[src/rtl/lpd_pkg.sv]
// Shared types and constants for the length-prefixed deframer.
// Used by the framer, the output stage, the top level and the checker.
`default_nettype none

package lpd_pkg;

    localparam int unsigned PREFIX_BYTES = 4;
    localparam int unsigned CAP_W        = 13;
    localparam int unsigned FLEN_W       = 11;

    localparam logic [2:0]       FILL_FULL  = 3'd4;
    localparam logic [2:0]       FILL_SLIDE = 3'd3;
    localparam logic [CAP_W-1:0] CAP_RESET  = 13'd1024;

    typedef enum logic [2:0] {
        PH_HUNT = 3'b001,
        PH_PASS = 3'b010,
        PH_SKIP = 3'b100
    } t_phase;

    typedef enum logic [1:0] {
        EV_BYTE   = 2'd0,
        EV_EMPTY  = 2'd1,
        EV_REJECT = 2'd2,
        EV_DROP   = 2'd3
    } t_event;

    typedef struct packed {
        t_event             event_res;
        logic [7:0]         payload_byte;
        logic               frame_last;
        logic [FLEN_W-1:0]  frame_length;
    } t_result;

endpackage

`default_nettype wire

[src/rtl/lpd_framer.sv]
// Framing state machine: prefix window, payload counters and capacity register.
// Computes at most one result per accepted transaction. Depends on lpd_pkg.
`default_nettype none

module lpd_framer #(
    parameter int unsigned BUFFER_BYTES = 2048
) (
    input  wire logic                        i_clk,
    input  wire logic                        i_rst_n,
    input  wire logic                        i_accept,
    input  wire logic                        i_operation,
    input  wire logic [7:0]                  i_rx_byte,
    input  wire logic                        i_cfg_we,
    input  wire logic [lpd_pkg::CAP_W-1:0]   i_cfg_data,
    output logic                             o_res_valid,
    output lpd_pkg::t_result                 o_res
);

    localparam int unsigned MAX_LEN = BUFFER_BYTES - lpd_pkg::PREFIX_BYTES;
    localparam int unsigned LEN_W   = $clog2(MAX_LEN + 1);

    lpd_pkg::t_phase              r_phase,  n_phase;
    // only the three newest bytes are ever read back
    logic [23:0]                  r_window, n_window;
    logic [2:0]                   r_fill,   n_fill;
    logic [LEN_W-1:0]             r_remain, n_remain;
    logic [LEN_W-1:0]             r_cur_len, n_cur_len;
    logic [lpd_pkg::CAP_W-1:0]    r_capacity;

    logic [31:0]                  window_sh;
    logic [2:0]                   fill_inc;
    logic [LEN_W-1:0]             plen;
    logic [31:0]                  cur_len32;
    logic                         oversize;
    logic                         last_byte;

    assign window_sh = {r_window, i_rx_byte};
    assign fill_inc  = (r_fill < lpd_pkg::FILL_FULL) ? r_fill + 3'd1 : r_fill;
    assign plen      = window_sh[LEN_W-1:0];
    assign cur_len32 = 32'(r_cur_len);
    assign oversize  = (32'(plen) + 32'd1) > 32'(r_capacity);
    assign last_byte = (r_remain <= LEN_W'(1));

    always_comb begin
        n_phase     = r_phase;
        n_window    = r_window;
        n_fill      = r_fill;
        n_remain    = r_remain;
        n_cur_len   = r_cur_len;
        o_res_valid = 1'b0;
        o_res       = '{event_res: lpd_pkg::EV_BYTE, payload_byte: 8'd0,
                        frame_last: 1'b0, frame_length: '0};

        if (i_accept) begin
            if (i_operation) begin
                // disconnect: drop all framing state, no result
                n_phase   = lpd_pkg::PH_HUNT;
                n_window  = '0;
                n_fill    = '0;
                n_remain  = '0;
                n_cur_len = '0;
            end else begin
                case (r_phase)
                    lpd_pkg::PH_PASS: begin
                        o_res_valid        = 1'b1;
                        o_res.payload_byte = i_rx_byte;
                        o_res.frame_last   = last_byte;
                        o_res.frame_length = cur_len32[lpd_pkg::FLEN_W-1:0];
                        if (last_byte) begin
                            n_phase   = lpd_pkg::PH_HUNT;
                            n_remain  = '0;
                            n_cur_len = '0;
                        end else begin
                            n_remain = r_remain - LEN_W'(1);
                        end
                    end
                    lpd_pkg::PH_SKIP: begin
                        if (last_byte) begin
                            o_res_valid        = 1'b1;
                            o_res.event_res    = lpd_pkg::EV_DROP;
                            o_res.frame_length = cur_len32[lpd_pkg::FLEN_W-1:0];
                            n_phase   = lpd_pkg::PH_HUNT;
                            n_remain  = '0;
                            n_cur_len = '0;
                        end else begin
                            n_remain = r_remain - LEN_W'(1);
                        end
                    end
                    lpd_pkg::PH_HUNT: begin
                        n_window = window_sh[23:0];
                        n_fill   = fill_inc;
                        if (fill_inc == lpd_pkg::FILL_FULL) begin
                            if (window_sh > 32'(MAX_LEN)) begin
                                // slide by one byte to resync
                                o_res_valid     = 1'b1;
                                o_res.event_res = lpd_pkg::EV_REJECT;
                                n_window        = window_sh[23:0];
                                n_fill          = lpd_pkg::FILL_SLIDE;
                            end else begin
                                n_window  = '0;
                                n_fill    = '0;
                                n_cur_len = plen;
                                n_remain  = plen;
                                if (plen == '0) begin
                                    o_res_valid     = 1'b1;
                                    o_res.event_res = oversize ? lpd_pkg::EV_DROP
                                                               : lpd_pkg::EV_EMPTY;
                                    n_cur_len       = '0;
                                    n_remain        = '0;
                                end else if (oversize) begin
                                    n_phase = lpd_pkg::PH_SKIP;
                                end else begin
                                    n_phase = lpd_pkg::PH_PASS;
                                end
                            end
                        end
                    end
                    default: begin
                        n_phase   = lpd_pkg::PH_HUNT;
                        n_window  = '0;
                        n_fill    = '0;
                        n_remain  = '0;
                        n_cur_len = '0;
                    end
                endcase
            end
        end
    end

    always_ff @(posedge i_clk) begin
        if (!i_rst_n) begin
            r_phase    <= lpd_pkg::PH_HUNT;
            r_window   <= '0;
            r_fill     <= '0;
            r_remain   <= '0;
            r_cur_len  <= '0;
            r_capacity <= lpd_pkg::CAP_RESET;
        end else begin
            r_phase   <= n_phase;
            r_window  <= n_window;
            r_fill    <= n_fill;
            r_remain  <= n_remain;
            r_cur_len <= n_cur_len;
            if (i_cfg_we) begin
                r_capacity <= i_cfg_data;
            end
        end
    end

endmodule

`default_nettype wire

[src/rtl/lpd_out_reg.sv]
// Output holding register for result transactions.
// Loads a new result whenever it is empty or being drained. Depends on lpd_pkg.
`default_nettype none

module lpd_out_reg (
    input  wire logic              i_clk,
    input  wire logic              i_rst_n,
    input  wire logic              i_res_valid,
    input  wire lpd_pkg::t_result  i_res,
    input  wire logic              i_out_ready,
    output logic                   o_load_en,
    output logic                   o_out_valid,
    output lpd_pkg::t_result       o_res
);

    logic             r_valid;
    lpd_pkg::t_result r_res;

    assign o_load_en   = !r_valid || i_out_ready;
    assign o_out_valid = r_valid;
    assign o_res       = r_res;

    always_ff @(posedge i_clk) begin
        if (!i_rst_n) begin
            r_valid <= 1'b0;
        end else if (o_load_en) begin
            r_valid <= i_res_valid;
        end
    end

    // payload needs no reset
    always_ff @(posedge i_clk) begin
        if (o_load_en && i_res_valid) begin
            r_res <= i_res;
        end
    end

endmodule

`default_nettype wire

[src/rtl/length_prefixed_deframer_core.sv]
// Length-prefixed deframer, top level: framer plus output register.
// Depends on lpd_pkg, lpd_framer and lpd_out_reg.
//
// Takes one received byte per transaction and recovers frames that start with a
// 4-byte big-endian length. A new transaction is accepted every cycle while
// o_in_ready is high, and its result, if any (payload byte, empty frame,
// rejected prefix or dropped frame), appears in the output register on the
// next cycle. o_in_ready is low only while that register holds a result that
// has not been taken, so throughput is set by the consumer's i_out_ready.
// Lengths above BUFFER_BYTES - 4 are rejected and the prefix window slides by
// one byte; payloads needing length plus one bytes beyond the capacity
// register are skipped and reported as one drop.
`default_nettype none

module length_prefixed_deframer_core #(
    parameter int unsigned BUFFER_BYTES = 2048
) (
    input  wire logic                        i_clk,
    input  wire logic                        i_rst_n,
    input  wire logic                        i_in_valid,
    output logic                             o_in_ready,
    input  wire logic                        i_operation,
    input  wire logic [7:0]                  i_rx_byte,
    output logic                             o_out_valid,
    input  wire logic                        i_out_ready,
    output logic [1:0]                       o_event_res,
    output logic [7:0]                       o_payload_byte,
    output logic                             o_frame_last,
    output logic [lpd_pkg::FLEN_W-1:0]       o_frame_length,
    input  wire logic                        i_cfg_we,
    input  wire logic [lpd_pkg::CAP_W-1:0]   i_cfg_data
);

    logic             accept;
    logic             load_en;
    logic             res_valid;
    lpd_pkg::t_result res;
    lpd_pkg::t_result out_res;

    assign o_in_ready = load_en;
    assign accept     = i_in_valid && load_en;

    lpd_framer #(
        .BUFFER_BYTES (BUFFER_BYTES)
    ) u_framer (
        .i_clk       (i_clk),
        .i_rst_n     (i_rst_n),
        .i_accept    (accept),
        .i_operation (i_operation),
        .i_rx_byte   (i_rx_byte),
        .i_cfg_we    (i_cfg_we),
        .i_cfg_data  (i_cfg_data),
        .o_res_valid (res_valid),
        .o_res       (res)
    );

    lpd_out_reg u_out_reg (
        .i_clk       (i_clk),
        .i_rst_n     (i_rst_n),
        .i_res_valid (res_valid),
        .i_res       (res),
        .i_out_ready (i_out_ready),
        .o_load_en   (load_en),
        .o_out_valid (o_out_valid),
        .o_res       (out_res)
    );

    assign o_event_res    = out_res.event_res;
    assign o_payload_byte = out_res.payload_byte;
    assign o_frame_last   = out_res.frame_last;
    assign o_frame_length = out_res.frame_length;

endmodule

`default_nettype wire

[config.mk]
export PLATFORM = sky130hd
export DESIGN_NAME = length_prefixed_deframer_core
export DESIGN_NICKNAME = d
export VERILOG_FILES = /design/src/rtl/lpd_pkg.sv /design/src/rtl/lpd_framer.sv /design/src/rtl/lpd_out_reg.sv /design/src/rtl/length_prefixed_deframer_core.sv
export SDC_FILE = /design/constraint.sdc
export NUM_CORES = 1
export LEC_CHECK = 0
export BUFFER_PORTS_ARGS = -buffer_cell sky130_fd_sc_hd__buf_2
export CORE_UTILIZATION = 40
export DETAILED_ROUTE_END_ITERATION = 16
export PLACE_DENSITY = 0.58
export SETUP_SLACK_MARGIN = 0.05
export SYNTH_ARGS = -nofsm -noshare
export SYNTH_HDL_FRONTEND = slang
export SYNTH_SLANG_ARGS = --single-unit
[constraint.sdc]
create_clock -name i_clk -period 3.25 [get_ports i_clk]
set_input_delay 0.1625 -clock i_clk [delete_from_list [all_inputs] [get_ports i_clk]]
set_output_delay 0.1625 -clock i_clk [all_outputs]
set_load 0.03 [all_outputs]
======== After elaboration in Yosys (flattened, before gate mapping) ========
Index checks and enable logic that the tools add are counted.
storage, ports and cells
  input bits .............................. 27
  output and inout bits ................... 24
  register bits ........................... 88
operators by class
  reductions and logical operators ........ 12
  $add $sub $neg .......................... 3
  eq/ne operators ......................... 9
  mux-type cells .......................... 40
  order comparisons ....................... 4
  bitwise gates (word level) .............. 2
operators with widths
  cell                                                   number
  two-way mux 11 bit                                     8
  two-way mux 24 bit                                     3
  one-hot mux 11 bit (2 select lines)                    3
  one-hot mux 24 bit (2 select lines)                    1
  > comparator 32 x 11 -> 1 bit (second input constant)  1
  > comparator 32 x 13 -> 1 bit                          1
  two-way mux 3 bit                                      9
  adder 11 x 1 -> 12 bit (second input constant)         1
  two-way mux 2 bit                                      6
  one-hot mux 3 bit (2 select lines)                     2
  <= comparator 11 x 1 -> 1 bit (second input constant)  1
  zero test 11 bit                                       1
  subtractor 11 x 1 -> 11 bit (second input constant)    1
  == test 3 bit (second input constant)                  2
  two-way mux 1 bit                                      6
  != test 3 bit (second input constant)                  2
  AND reduction 5 bit                                    1
  one-hot mux 2 bit (2 select lines)                     1
  AND reduction 4 bit                                    1
  OR reduction 2 bit                                     2
  adder 3 x 1 -> 3 bit (second input constant)           1
  == test 3 x 1 -> 1 bit (second input constant)         1
  == test 3 x 2 -> 1 bit (second input constant)         1
  less-than comparator 3 bit (second input constant)     1
  other kinds (11)                                       13

======== Depth between registers and ports, before layout ========
  word-level depth ........................ 8
  mapped depth ............................ 13

======== Modules after synthesis ========
A second synthesis with hierarchy kept.
unflattened totals
  cell total of the unflattened synthesis .. 507
  area, all modules ....................... 4673.2 um2
modules (own cells, without submodules)
  module                         area each (um2)  instances  cells each  sequential area each (um2)
  lpd_framer                     3948.8           1          479         1301.2
  lpd_out_reg                    718.2            1          27          680.7
  length_prefixed_deframer_core  6.3              1          1           0.0

======== Worst setup path before layout ========
OpenSTA, ideal clock, no wires.
  path type ............................... input to register
  start point ............................. input port i_rx_byte[2]
  end point ............................... register u_framer.r_phase[2]
  required time ........................... 3.135 ns
  data arrival time ....................... 2.427 ns
  setup time .............................. 0.115 ns
  setup slack ............................. 0.707 ns
  cell stages on the path ................. 11
  cells stage by stage .................... buf_2 -> nand2_1 -> nor3_1 -> nand4_1 -> xnor2_1 -> ha_1 -> nand4_1 -> or4_1 -> or2_2 -> and2_1 -> a31o_1
on the way
  word-level cells in the longest chain between the ends .. 8
  elaborated cells on any way between the ends .. 13
  classes of those cells .................. 1 x add/sub; 2 x order compare; 2 x eq/ne; 6 x mux; 2 x reduce/logical
RTL lines
  element                             line                                 source
  start, declared                     length_prefixed_deframer_core.sv:23  input wire logic [7:0] i_rx_byte,
  adder 11 x 1 -> 12 bit              lpd_framer.sv:41                     assign oversize = (32'(plen) + 32'd1) > 32'(r_capacity);
  > comparator 32 x 13 -> 1 bit       lpd_framer.sv:41
  two-way mux 3 bit                   lpd_framer.sv:110                    end else if (oversize) begin
  two-way mux 3 bit                   lpd_framer.sv:104                    if (plen == '0) begin
  two-way mux 3 bit                   lpd_framer.sv:93                     if (window_sh > 32'(MAX_LEN)) begin
  two-way mux 3 bit                   lpd_framer.sv:92                     if (fill_inc == lpd_pkg::FILL_FULL) begin
  one-hot mux 3 bit (2 select lines)  lpd_framer.sv:63                     case (r_phase)
  two-way mux 3 bit                   lpd_framer.sv:55                     if (i_operation) begin
  end signal, assigned                lpd_framer.sv:132                    r_phase <= lpd_pkg::PH_HUNT;
  end signal, assigned                lpd_framer.sv:139                    r_phase <= n_phase;
  end, declared                       lpd_framer.sv:22                     lpd_pkg::t_phase r_phase, n_phase;
Parallel ways exist; a longest one is shown, timed or not. The select of a mux whose other input is x is not followed.
A chain may end at the register's enable or synchronous reset.

======== Final worst setup path ========
  start point ............................. register u_framer.r_window[0]
  end point ............................... register u_framer.r_phase[2]
on the way
  word-level cells in the longest chain between the ends .. 8
  elaborated cells on any way between the ends .. 13
  classes of those cells .................. 1 x add/sub; 2 x order compare; 2 x eq/ne; 6 x mux; 2 x reduce/logical
RTL lines
  element                             line               source
  start, declared                     lpd_framer.sv:24   logic [23:0] r_window, n_window;
  start signal, assigned              lpd_framer.sv:140  r_window <= n_window;
  adder 11 x 1 -> 12 bit              lpd_framer.sv:41
  > comparator 32 x 13 -> 1 bit       lpd_framer.sv:41
  two-way mux 3 bit                   lpd_framer.sv:110
  two-way mux 3 bit                   lpd_framer.sv:104
  two-way mux 3 bit                   lpd_framer.sv:93
  two-way mux 3 bit                   lpd_framer.sv:92
  one-hot mux 3 bit (2 select lines)  lpd_framer.sv:63
  two-way mux 3 bit                   lpd_framer.sv:55
Parallel ways exist; a longest one is shown, timed or not. The select of a mux whose other input is x is not followed.

==> results.txt <==
The run finished with clean final reports. The post-CTS resize count is 0. The number of failing setup endpoints in the final timing report is 0. The post-synthesis instance total came out at 448. After detailed routing, the number of remaining DRC violations is 0.

The signal on the critical path passes through inv_1, nor2_1, nand2_1, nor2_1, xor2_1, ha_1, nand2_1, or4_1, or2_2, and2_1, a31o_1. The number of slew-limit violations in the final report was 0. The max capacitance violation total came out at 0. The clock tree buffer depth is 2. In this run the core area contains 37 standard-cell rows. The slew of the pin with the lowest slew margin came out at 0.737 ns. In this run the worst hold path is classified as in2reg.

The via count of the first global-routing pass is 3339. The area of the die is 0.0114 sq mm. The total I/O pin count came out at 51. The worst hold slack after final layout is 0.0108 ns. The biggest cell delay along the critical path is 0.55 ns. The estimated wirelength of the detail-placed design came out at 7.40 mm. The top cell types in the final layout, fill and taps aside, are sky130_fd_sc_hd__dfxtp_1, sky130_fd_sc_hd__buf_2, sky130_fd_sc_hd__nor2b_1.

The count of endpoints failing hold in the final timing report came out at 0. The CTS tree is built. The first-pass GRT wire length came out at 16.8 mm. The die is 107 um wide. The floorplan step set the die height to 107 um. In this run the power density over the cells is 446 mW/mm^2. The residual antenna-violating net count after detailed routing is 0. The pin count of the biggest net entering global routing is 46. The number of warning messages in the yosys log came out at 0.

The sequential fraction of the synthesis area is 0.451. The layout-stage area growth over the synthesis result is 11.7%. The number of storage elements in the synthesis netlist came out at 88. The library cell used most frequently in the layout, excluding fill and tap cells, is sky130_fd_sc_hd__dfxtp_1. The peak fanout along the critical path is 6. Timing would allow up to 358 MHz.

The number of DRC markers in iteration 0 is 178. The static power due to leakage came out at 1.88 nW. Data on the critical path arrives at its endpoint at 3.06 ns. The layout cell share with drive strength beyond 1 came out at 0.179. The number of CTS-inserted buffers came out at 9. The number of library cell types mapped by synthesis came out at 53. Clock tree synthesis selected as its root buffer the cell sky130_fd_sc_hd__clkbuf_8. The level count of the clock H-tree is 3. The ratio of routed vias to standard cells is 5.40. The overall routing resource usage is 0.189.

The number of search-and-repair iterations in the first detailed-routing pass came out at 4. The number of clock sinks came out at 88. The final core utilization is 0.467. The tightest slew margin relative to the limit came out at 0.509. The time the worst path needs with I/O delays and setup is 2.80 ns. The element type at the critical path start is a register. The final RePlAce weighted congestion came out at 0.871. The number of antenna violations at the first check in global routing is 0. The register clock-pin slew on the reported worst setup and hold paths is 0.10 ns. The clock latency of the later-clocked register in the worst-skew pair is 0.36 ns.

The buffers inserted during post-CTS setup optimization is 0. The total non-filler cell area in the finished layout came out at 0.00491 sq mm. The final route contains 3393 vias.

The antenna diode instance count is 0. The slowest stage of the critical path belongs to the cell sky130_fd_sc_hd__or4_1. STA classifies the critical path endpoint as a register. The total nets after synthesis is 492. The number of hold buffers added after CTS was 0.

Setup repair after global routing left no endpoint under its margin. The required time at the worst-slack endpoint came out at 3.52 ns. The post-detailed-placement cell area is 0.00473 sq mm. The detail-routed net length per standard cell came out at 15.9 um. The area inside the core boundary came out at 0.0105 sq mm. The post-route clock period utilization is 0.861. The total wire length came out at 10.0 mm. The worst setup path is of the reg2reg kind.

The final worst clock skew is 0.0129 ns. The cell area after synthesis came out at 0.00440 sq mm. The residual overflow from global routing is 0. The initial cell density of the core is 0.418. The count of port buffers added during placement is 50.

The net count of the finished layout came out at 531. The mean instance size in the synthesized netlist came out at 9.81 sq um. IR analysis of the VDD net gives a maximum drop of 162 uV. The sum of negative setup slack came out at 0 ns.
power by group:
| part | internal [mW] | switching, mW |
|---|---|---|
| logic | 0.121 | 0.177 |
| clock network | 0.294 | 0.429 |
| registers | 1.14 | 0.0265 |
| total | 1.56 | 0.633 |
worst paths after layout:
kind	from	endpoint	slack (ns)	cells past startpoint
hold reg to reg	u_framer.r_cur_len[9]	u_framer.r_cur_len[9]	0.48	1
hold / removal	i_cfg_data[10]	u_framer.r_capacity[10]	0.01	3
setup / recovery	u_framer.r_window[0]	u_framer.r_phase[2]	0.45	11
setup reg to reg	u_framer.r_window[0]	u_framer.r_phase[2]	0.45	11
layout make-up:
type | instances | area [sq um]
Timing Repair Buffer | 57 | 303
Fill cell | 1027 | 5600
Clock inverter | 7 | 61.3
Inverter | 22 | 82.6
Clock buffer | 9 | 124
Tap cell | 136 | 170
Sequential cell | 88 | 1980
Multi-Input combinational cell | 309 | 2190
per-layer routing:
metal | share of wire | vias up | GRT usage
met3 | 0.038 | 20 | 0.0261
met5 | 0 | - | 0
met1 | 0.49 | 1587 | 0.263
met2 | 0.44 | 72 | 0.288
met4 | 0.028 | 0 | 0.0939
li1 | - | 1714 | -
sequential cells by signal, indices dropped and copies added (netlist names):
register / count
u_framer.r_window: 24
u_out_reg.o_res: 22
u_framer.r_capacity: 13
u_framer.r_cur_len: 11
u_framer.r_remain: 11
u_framer.r_fill: 3
u_framer.r_phase: 3
u_out_reg.o_out_valid: 1
Yosys cell counts (all sizes together):
cell type   n  area (sq um)
xor2        7          61.3
clkbuf     15          56.3
a31o        1          8.76
a31oi       1          6.26
nand4       6          37.5
or2         1          6.26
and2       12          77.6
o32a        1          10.0
nor4       16           145
o31ai       8          60.1
a22o        6          52.6
o221a       2          22.5
nor2       17          63.8
o21a        4          30.0
xnor2      10          87.6
nor3        8          40.0
o21ai      10          53.8
nand2b      5          31.3
edfxtp     22           661
a221o       1          10.0
o2111ai     1          15.0
inv        22          82.6
nand3      16          85.1
buf        14          86.3
ha         17           213
a32oi       2          17.5
and4        1          8.76
or4         3          22.5
a21oi      16          83.8
nor4b       2          32.5
nor3b       3          27.5
dfxtp      66          1320
o22ai       2          12.5
nand4b      1          8.76
mux2i      12           120
nor2b      38           238
or3b        1          8.76
and3       14          87.6
o211ai      4          35.0
nand2      25          93.8
a22oi      30           225
a32o        5          50.1
critical path: cells and delay by family, from the launching register on:
family	cells	cell delay, ns
DFF	1	0.47
buffers and inverters	1	0.14
adders and majority gates	1	0.29
and+or+nand+nor	7	1.51
AOI/OAI and AO/OA	1	0.21
xor gates and xnor gates	1	0.09
cells by family (layout without fill, tap and decap cells):
| group | after synthesis | count (layout) | synth area share |
|---|---|---|---|
| multiplexers | 12 | 12 | 0.0273 |
| buffers and inverters | 51 | 95 | 0.0512 |
| flip-flops | 88 | 88 | 0.451 |
| adder cells (fa/ha/maj) | 17 | 17 | 0.0484 |
| XOR/XNOR | 17 | 17 | 0.0339 |
| AO/OA/AOI/OAI | 94 | 94 | 0.158 |
| AND/OR/NAND/NOR | 169 | 169 | 0.231 |
through the flow:
step,power (mW),std cells,setup slack [ns]
6_report,2.19,628,0.453
5_1_grt,2.30,628,0.289
4_1_cts,2.21,628,0.427
3_5_place_dp,1.49,612,0.396
3_3_place_gp,1.49,612,0.460
2_1_floorplan,1.41,448,0.707
(Power assumes the default switching activity.)
